$ cat src/design/soc_memory_map_byte_access_top_macros.svh
// ----------------------------------------------------------------------------
// soc_memory_map_byte_access_top_macros.svh
// Assertion macros shared by the memory map modules.
// ----------------------------------------------------------------------------
`ifndef SOC_MEMORY_MAP_BYTE_ACCESS_TOP_MACROS_SVH
`define SOC_MEMORY_MAP_BYTE_ACCESS_TOP_MACROS_SVH

// Same-cycle implication, sampled on clk, off during rst.
`define SMBA_ASSERT_IMP(lbl, ante, cons, msg) \
  lbl: assert property (@(posedge clk) disable iff (rst) (ante) |-> (cons)) else $error(msg);

// Next-cycle implication, sampled on clk, off during rst.
`define SMBA_ASSERT_NXT(lbl, ante, cons, msg) \
  lbl: assert property (@(posedge clk) disable iff (rst) (ante) |=> (cons)) else $error(msg);

`endif

$ cat src/design/smba_pkg.sv
// ----------------------------------------------------------------------------
// smba_pkg
// Types, codes and defaults shared by the byte access memory map.
// ----------------------------------------------------------------------------
package smba_pkg;

  localparam int INSTR_BYTES_DEF = 4096;
  localparam int DATA_BYTES_DEF  = 4096;
  localparam int STACK_BYTES_DEF = 1024;
  localparam int VIDEO_BYTES_DEF = 4800;

  localparam logic [31:0] RST_INSTR_BASE  = 32'h0040_0000;
  localparam logic [31:0] RST_DATA_BASE   = 32'h1001_0000;
  localparam logic [31:0] RST_VIDEO_BASE  = 32'h1002_0000;
  localparam logic [31:0] RST_STACK_TOP   = 32'h7FFF_FFFF;
  localparam logic [31:0] RST_KEYPAD_ADDR = 32'hFFFF_0000;
  localparam logic [31:0] RST_TIMER_ADDR  = 32'hFFFF_0004;

  localparam int CFG_IDX_W = 3;

  localparam logic [CFG_IDX_W-1:0] REG_INSTR_BASE  = 3'd0;
  localparam logic [CFG_IDX_W-1:0] REG_DATA_BASE   = 3'd1;
  localparam logic [CFG_IDX_W-1:0] REG_VIDEO_BASE  = 3'd2;
  localparam logic [CFG_IDX_W-1:0] REG_STACK_TOP   = 3'd3;
  localparam logic [CFG_IDX_W-1:0] REG_KEYPAD_ADDR = 3'd4;
  localparam logic [CFG_IDX_W-1:0] REG_TIMER_ADDR  = 3'd5;

  localparam logic [2:0] MODE_RD_BYTE = 3'd0;
  localparam logic [2:0] MODE_RD_HALF = 3'd1;
  localparam logic [2:0] MODE_RD_WORD = 3'd2;
  localparam logic [2:0] MODE_WR_BYTE = 3'd3;
  localparam logic [2:0] MODE_WR_HALF = 3'd4;
  localparam logic [2:0] MODE_WR_WORD = 3'd5;

  typedef enum logic [2:0] {
    REGION_NONE,
    REGION_INSTR,
    REGION_DATA,
    REGION_VIDEO,
    REGION_STACK
  } region_t;

  typedef enum logic [2:0] {
    ST_CLEAR,
    ST_IDLE,
    ST_DECODE,
    ST_ACCESS,
    ST_MERGE,
    ST_FINISH
  } state_t;

  typedef struct packed {
    logic clear;
    logic load;
    logic decode;
    logic port_load;
    logic access;
    logic merge;
    logic advance;
    logic publish;
  } cmd_t;

  typedef struct packed {
    logic clear_done;
    logic port_hit;
    logic mode_bad;
    logic is_write;
    logic last_lane;
    logic out_busy;
  } status_t;

  // Index of the final byte lane for a mode.
  function automatic logic [1:0] last_lane_of(input logic [2:0] m);
    logic [1:0] n;
    case (m)
      MODE_RD_HALF, MODE_WR_HALF: n = 2'd1;
      MODE_RD_WORD, MODE_WR_WORD: n = 2'd3;
      default:                    n = 2'd0;
    endcase
    return n;
  endfunction

endpackage

$ cat src/design/smba_ctrl.sv
// ----------------------------------------------------------------------------
// smba_ctrl
// Sequencer: clearing sweep, item capture, per-lane decode/access/merge.
// ----------------------------------------------------------------------------
`include "soc_memory_map_byte_access_top_macros.svh"

module smba_ctrl import smba_pkg::*; (
  input  logic    clk,
  input  logic    rst,
  input  logic    in_valid,
  output logic    in_ready,
  input  status_t status,
  output cmd_t    cmd
);

  state_t state, state_next;

  always_ff @(posedge clk) begin
    if (rst) begin
      state <= ST_CLEAR;
    end else begin
      state <= state_next;
    end
  end

  always_comb begin
    state_next = state;
    cmd        = '0;
    in_ready   = 1'b0;
    case (state)
      ST_CLEAR: begin
        cmd.clear = 1'b1;
        if (status.clear_done) begin
          state_next = ST_IDLE;
        end
      end
      ST_IDLE: begin
        in_ready = 1'b1;
        if (in_valid) begin
          cmd.load   = 1'b1;
          state_next = ST_DECODE;
        end
      end
      ST_DECODE: begin
        if (status.mode_bad) begin
          state_next = ST_FINISH;
        end else if (status.port_hit) begin
          cmd.port_load = 1'b1;
          state_next    = ST_FINISH;
        end else begin
          cmd.decode = 1'b1;
          state_next = ST_ACCESS;
        end
      end
      ST_ACCESS: begin
        cmd.access = 1'b1;
        if (status.is_write) begin
          // writes need no read return: move on to the next lane at once
          cmd.advance = 1'b1;
          state_next  = status.last_lane ? ST_FINISH : ST_DECODE;
        end else begin
          state_next = ST_MERGE;
        end
      end
      ST_MERGE: begin
        cmd.merge   = 1'b1;
        cmd.advance = 1'b1;
        state_next  = status.last_lane ? ST_FINISH : ST_DECODE;
      end
      ST_FINISH: begin
        // hold until the output register is free
        if (!status.out_busy) begin
          cmd.publish = 1'b1;
          state_next  = ST_IDLE;
        end
      end
      default: begin
        state_next = ST_IDLE;
      end
    endcase
  end

  `SMBA_ASSERT_NXT(a_accept_decode, in_valid && in_ready, state == ST_DECODE, "accepted item did not move to decode")
  `SMBA_ASSERT_NXT(a_clear_once, state != ST_CLEAR, state != ST_CLEAR, "clearing sweep restarted")
  `SMBA_ASSERT_NXT(a_port_direct, (state == ST_DECODE) && status.port_hit && !status.mode_bad, state == ST_FINISH, "port read touched memory")

endmodule

$ cat config.mk
export PLATFORM = sky130hd
export DESIGN_NAME = smba_ctrl
export DESIGN_NICKNAME = d
export VERILOG_FILES = /design/src/design/smba_pkg.sv /design/src/design/smba_ctrl.sv
export VERILOG_INCLUDE_DIRS = /design/src /design/src/design
export SDC_FILE = /design/constraint.sdc
export NUM_CORES = 1
export LEC_CHECK = 0
export ABC_CLOCK_PERIOD_IN_PS = 1500
export BUFFER_PORTS_ARGS = -buffer_cell sky130_fd_sc_hd__buf_4
export CELL_PAD_IN_SITES_DETAIL_PLACEMENT = 0
export CELL_PAD_IN_SITES_GLOBAL_PLACEMENT = 1
export CORE_AREA = 3 3 40 42
export DETAILED_ROUTE_END_ITERATION = 10
export DIE_AREA = 0 0 43 45
export PLACE_DENSITY_LB_ADDON = 0.1
export SYNTH_ARGS = -nofsm -noshare
export SYNTH_HDL_FRONTEND = slang
export SYNTH_SLANG_ARGS = --single-unit
$ cat constraint.sdc
create_clock -name clk -period 1.5 [get_ports clk]
set_input_delay 0.3 -clock clk [delete_from_list [all_inputs] [get_ports clk]]
set_output_delay 0.3 -clock clk [all_outputs]
set_load 0.01 [all_outputs]
# Yosys cells after proc, flatten, opt, wreduce, memory -nomap -nowiden
# Index checks and enable logic that the tools add are counted.
[totals]
register_bits = 3
[op_classes]
n_eq_ne = 8
n_mux = 22
reduce_logical = 2
[ops]
columns = ["op", "count"]
rows = [
  ["2-to-1 mux 3 bit", 7],
  ["one-hot mux 3 bit (6 select lines)", 1],
  ["2-to-1 mux 1 bit", 11],
  ["equality test 3 x 2 -> 1 bit (second input constant)", 2],
  ["equality test 3 bit (second input constant)", 2],
  ["inequality test 2 bit (second input constant)", 3],
  ["2-to-1 mux 2 bit", 2],
  ["equality test 3 x 1 -> 1 bit (second input constant)", 1],
  ["zero test 3 bit", 1],
  ["AND reduction 3 bit", 1],
  ["one-hot mux 1 bit (2 select lines)", 1],
]

# Depth between registers and ports, before layout
# Gate-level depths: netlist (run 1).
[logic_depth]
ltp_word = 3
depth_mapped = 4
mapped_depth_nobuf = 3

# Least setup slack after synthesis (run 1)
# No wires, ideal clock.
[synth_path]
kind = "register to output"
from = "register state[0]"
to = "output cmd[6] (netlist bit)"
setup_slack_ns = 0.226
t_required_ns = 1.200
path_stages_with_launch = 5
arrival_time_ns = 0.974
cell_sequence = "dfxtp_1 > buf_2 > nand2b_1 > nor2_1 > and2_1"
[synth_lines]
columns = ["item", "line_no", "source"]
rows = [
  ["start: declaration", "smba_ctrl.sv:16", "state_t state, state_next;"],
  ["start signal: assignment", "smba_ctrl.sv:22", "state <= state_next;"],
  ["end: declaration", "smba_ctrl.sv:13", "output cmd_t cmd"],
]

==> results of run 1 <==
synth_stat cells:
library cell / number / area (um^2)
dfxtp_1: 3 / 60.1
inv_1: 3 / 11.3
nor2_1: 3 / 11.3
a311oi_1: 2 / 17.5
and2_1: 2 / 12.5
buf_2: 2 / 10.0
nand2_1: 2 / 7.51
nor2b_1: 2 / 12.5
nor3_1: 2 / 10.0
o21ai_0: 2 / 10.0
a2111oi_0: 1 / 8.76
a21oi_1: 1 / 5.00
a21oi_2: 1 / 8.76
a221oi_1: 1 / 8.76
and3_1: 1 / 6.26
and3b_1: 1 / 8.76
nand2b_1: 1 / 6.26
nand4b_1: 1 / 8.76
nor2b_2: 1 / 8.76
nor3b_1: 1 / 7.51
o311a_1: 1 / 10.0
or2_2: 1 / 6.26
or2b_1: 1 / 7.51
or3b_4: 1 / 11.3
metal layers:
layer	vias to the layer above	routed length [um]	global-route usage, %
met3	2	30	1.20
met5	-	0	0
met2	13	437	14.7
met1	170	436	11.7
met4	0	19	10.8
li1	183	-	-
stage by stage:
stage / cell area (um^2) / utilization, % / cells / setup TNS, ps / hold slack, ps
floorplan: 275 / - / 37 / 0 / 378
global placement: 419 / 32.6 / 68 / 0 / 492
detailed placement: 419 / 32.6 / 68 / 0 / 491
CTS: 493 / 38.4 / 76 / -10.1 / 229
global route: 499 / 38.9 / 76 / -114 / 240
finish: 499 / 38.9 / 76 / -6.46 / 241
worst max-delay path: stages (launching register included):
cell	delay, ps
dfxtp_4	380
or3b_4	410
nand2_1	70
buf_4	110
final cells by class:
cell class,instances,area share [%]
multi-input cells,29,41.9
repair buffers,22,33.1
flip-flops and latches,3,13.8
clock buffers,4,5.26
well taps,15,3.76
inverters,3,2.26
timing repair:
item / CTS / global route
cloned: 0 / 0
hold endpoints to repair: 0 / 0
endpoints found under the setup margin: 7 / 6
resized for setup: 7 / 2
buffers inserted: 4 / 0
hold buffers: 0 / 0
path summary, 6_finish.rpt:
kind / start / endpoint / slack [ps]
worst max-delay path: state[2] / cmd[1] / -6
worst min-delay path: rst / state[2] / 240
worst min register to register: state[0] / state[2] / 500
worst max register to register: state[2] / state[1] / 240
power by group through the flow:
stage | Clock, W | Combinational [W] | Sequential, W
after global routing | 0.000157 | 0.000165 | 0.000110
after detailed placement | 0 | 0.000128 | 0.000109
after global placement | 0 | 0.000131 | 0.000109
after CTS | 0.000153 | 0.000152 | 0.000107
final | 0.000146 | 0.000154 | 0.000109
after floorplan | 0 | 0.0000782 | 0.0000959
cell families after synthesis:
family / Yosys count / synth area share (%)
DFF: 3 / 21.8
buffers and inverters: 5 / 7.73
AOI/OAI and AO/OA: 9 / 25.0
and+or+nand+nor: 20 / 45.5
==> flow_metrics.tcl, run 1 <==
set metrics [dict create \
    status "complete, but fails checks" \
    failed_checks "negative setup slack" \
    path_clk_slew_ps 40 \
    power.total_w 0.000409 \
    grt_pass1_vias 336 \
    row_count 13 \
    path_class "flop to output port" \
    core_area_um2 1280 \
    ys_warn_count 0 \
    synthesis.nets 46 \
    grt_pass1_wl_um 1360 \
    overflow 0 \
    final_cell_mix "buf_4, inv_1, clkbuf_4" \
    pwr_density_cell_nw_per_um2 819 \
    grt_use_total_pct 9.88 \
    antenna_cells 0 \
    firstDrtPassIters 4 \
    ys_types 24 \
    drt_wl_total_um 925 \
    cts.sinks 3 \
    cts_tree "built" \
    synth-seq-cells 3 \
    num_vias 368 \
    skew_ps 1.28 \
    ys_seq_area_share_pct 21.8 \
    setup_ws_ps -6.46 \
    cts_buffer_depth 2 \
    top_regs "state (3)" \
    arrival_ps 1210 \
    slew_headroom_pct 71.2 \
    fillCellCount 151 \
    netlist_area_um2 275 \
    worstSkewPairLatency_ps 240 \
    cts-root-buf "clkbuf_4" \
    worstMarginPinSlew_ps 421 \
    dieArea_um2 1940 \
    grt_max_degree 10 \
    endpoint_kind "output port" \
    cts_htree_levels 1 \
    postSynthAreaPerCell_um2 7.44 \
    area_delta_synth_final_pct 81.4 \
    dpl_worst_slack_ps 110 \
    timing.fmax_mhz 664 \
    finalSetupViolCount 1 \
    drtIter0Drc 6 \
    place.gp.congestion 0.712 \
    hold_viol 0 \
    final_common_cell "buf_4" \
    ant_nets 0 \
    power_leakage_nw 0.253 \
    holdPathStages 2 \
    portBuffers 17 \
    antenna_found_initial 0 \
    required_ps 1200 \
    synthCells 37 \
    netSwitchingPower_w 0.000129 \
    p_seq_share_pct 26.6 \
    pwr-share-comb_pct 37.6 \
    multiInputGateArea_um2 209 \
    min_period_ps 1510 \
    p_int_w 0.000280 \
    startpoint_type "flop" \
    layout-drive-gt1-share_pct 57.4 \
    final_max_slew_viol_count 0 \
    die_h_um 45 \
    worstPathMaxFanout 8 \
    p_sw_share_pct 31.5 \
    final_nets 71 \
    drv_cap 0 \
    fin_crit_sh_pct 100 \
    die_w_um 43 \
    rsz0062_at_grt "true" \
    hold_class "input port to flop" \
    wire_per_inst_um 12.2 \
    register_area_um2 68.8 \
    largest_reg_flops 3 \
    dp_hpwl_um 646 \
    top_register "state" \
    ir_worst_vdd_mv 0.257 \
    cts-buffers-inserted 3 \
    pin_count 18 \
    initial_utilization_pct 21.4 \
    r2r_cells 4 \
    clockPowerShare_pct 35.7 \
    drc_errors 0 \
    via_per_inst 4.84 \
]
Power figures use the tool's default switching activity.
==> run 2, diff against run 1 <==
--- a/config.mk
+++ b/config.mk
@@ -17,3 +17,4 @@
 export SYNTH_ARGS = -nofsm -noshare
 export SYNTH_HDL_FRONTEND = slang
 export SYNTH_SLANG_ARGS = --single-unit
+export TNS_END_PERCENT = 20
==> run 2 against run 1 <==
Compared with the run above: the flow now finishes without violations; maximum frequency is 0.81% higher; cell area is 2.5% higher; non-clock buffer count stayed put; clock skew is 0.50 ps higher; utilization is 0.97 points higher; die area stayed put; global-route usage is 0.42 points lower; sequential cell count stayed put; critical path depth stayed put; register-to-register slack worse by 30 ps; count of clock-buffer cells in the layout stayed put; critical endpoint unchanged.
==> flow_metrics.tcl, run 2 (synthesized netlist as in run 1, its figures left out) <==
set metrics [dict create \
    final_common_cell "buf_4" \
    worstPathMaxFanout 6 \
    worstMarginPinSlew_ps 418 \
    grt_pass1_wl_um 1300 \
    endpoint_kind "output port" \
    fin_crit_sh_pct 99.6 \
    overflow 0 \
    pwr_density_cell_nw_per_um2 813 \
    ant_nets 0 \
    drv_cap 0 \
    placedCellCount 68 \
    pin_count 18 \
    hold_class "input port to flop" \
    grt_use_total_pct 9.47 \
    portBuffers 17 \
    drt_wl_total_um 987 \
    final_max_slew_viol_count 0 \
    power_leakage_nw 0.265 \
    top_regs "state (3)" \
    cts_htree_levels 1 \
    drtIter0Drc 4 \
    required_ps 1200 \
    cts_tree "built" \
    fillCellCount 144 \
    skew_ps 1.78 \
    slew_headroom_pct 71.4 \
    wire_per_inst_um 13.0 \
    die_w_um 43 \
    register_area_um2 68.8 \
    ir_worst_vdd_mv 0.256 \
    power.total_w 0.000416 \
    layout-drive-gt1-share_pct 59.0 \
    hold_viol 0 \
    ctsHoldBuffers 0 \
    grt_pass1_vias 310 \
    path_class "flop to output port" \
    initial_utilization_pct 21.4 \
    multiInputGateArea_um2 211 \
    cts.sinks 3 \
    final_cell_mix "buf_4, clkbuf_4" \
    finish.utilization_pct 39.8 \
    dp_hpwl_um 646 \
    path_clk_slew_ps 40 \
    top_register "state" \
    timing.fmax_mhz 669 \
    fin_cells 76 \
    status "finished clean" \
    cts-buffers-inserted 3 \
    antenna_cells 0 \
    antenna_found_initial 0 \
    grt_max_degree 12 \
    drc_errors 0 \
    dieArea_um2 1940 \
    die_h_um 45 \
    arrival_ps 1190 \
    rsz0062_at_grt "true" \
    min_period_ps 1490 \
    cts_buffer_depth 2 \
    fin_tns_setup_ps 0 \
    finalSetupViolCount 0 \
    area_delta_synth_final_pct 85.9 \
    largest_reg_flops 3 \
    firstDrtPassIters 4 \
    cts-root-buf "clkbuf_4" \
    worstSkewPairLatency_ps 230 \
    via_per_inst 4.86 \
    place.gp.congestion 0.712 \
    final_nets 71 \
    row_count 13 \
    num_vias 369 \
    startpoint_type "flop" \
    core_area_um2 1280 \
]
[run 2: changes by cell type in the layout (fill, tap and decap cells not counted), sizes merged]
cell          previous run  this run
buf                     22        20
clkbuf                   4         5
dlymetal6s2s             0         1
[run 2: cell type report]
class                           instances  area share, %
Multi-Input combinational cell         29           41.3
Timing Repair Buffer                   22           34.2
Sequential cell                         3           13.4
Clock buffer                            4           5.13
Tap cell                               15           3.67
Inverter                                3           2.20
[run 2: power by group]
part           internal [W]  switching, W
sequential        0.0000908     0.0000166
clock              0.000100     0.0000461
combinational     0.0000917     0.0000709
[run 2: worst paths after layout]
kind            start  cells after the start       end  slack (ps)
min               rst                      2  state[2]         240
min reg2reg  state[1]                      3  state[2]         600
max reg2reg  state[2]                      4  state[0]         210
max          state[2]                      3    cmd[1]           6
[run 2: timing repair]
item                       4_1_cts  5_1_grt
setup endpoints to repair        7        7
setup buffers                    1        3
pin swaps                        0        1
hold endpoints to repair         0        0
gates resized for setup          5        8
[run 2: critical path: stages, from the launching register on]
cell and delay [ps]:
dfxtp_4 370, or3b_4 410, nand2_2 70, buf_6 100
[run 2: through the flow]
stage	instance area [um^2]	setup slack, ps	hold slack, ps
after floorplan	275	226	378
after global placement	419	102	492
after detailed placement	419	110	491
after CTS	463	-15.3	229
after global routing	512	-22.3	240
final	512	5.71	241
[run 2: per-layer routing]
layer | track usage, % | wire [um]
met5 | 0 | 0
met4 | 10.8 | 19
met3 | 1.20 | 25
met2 | 13.5 | 477
met1 | 11.5 | 464
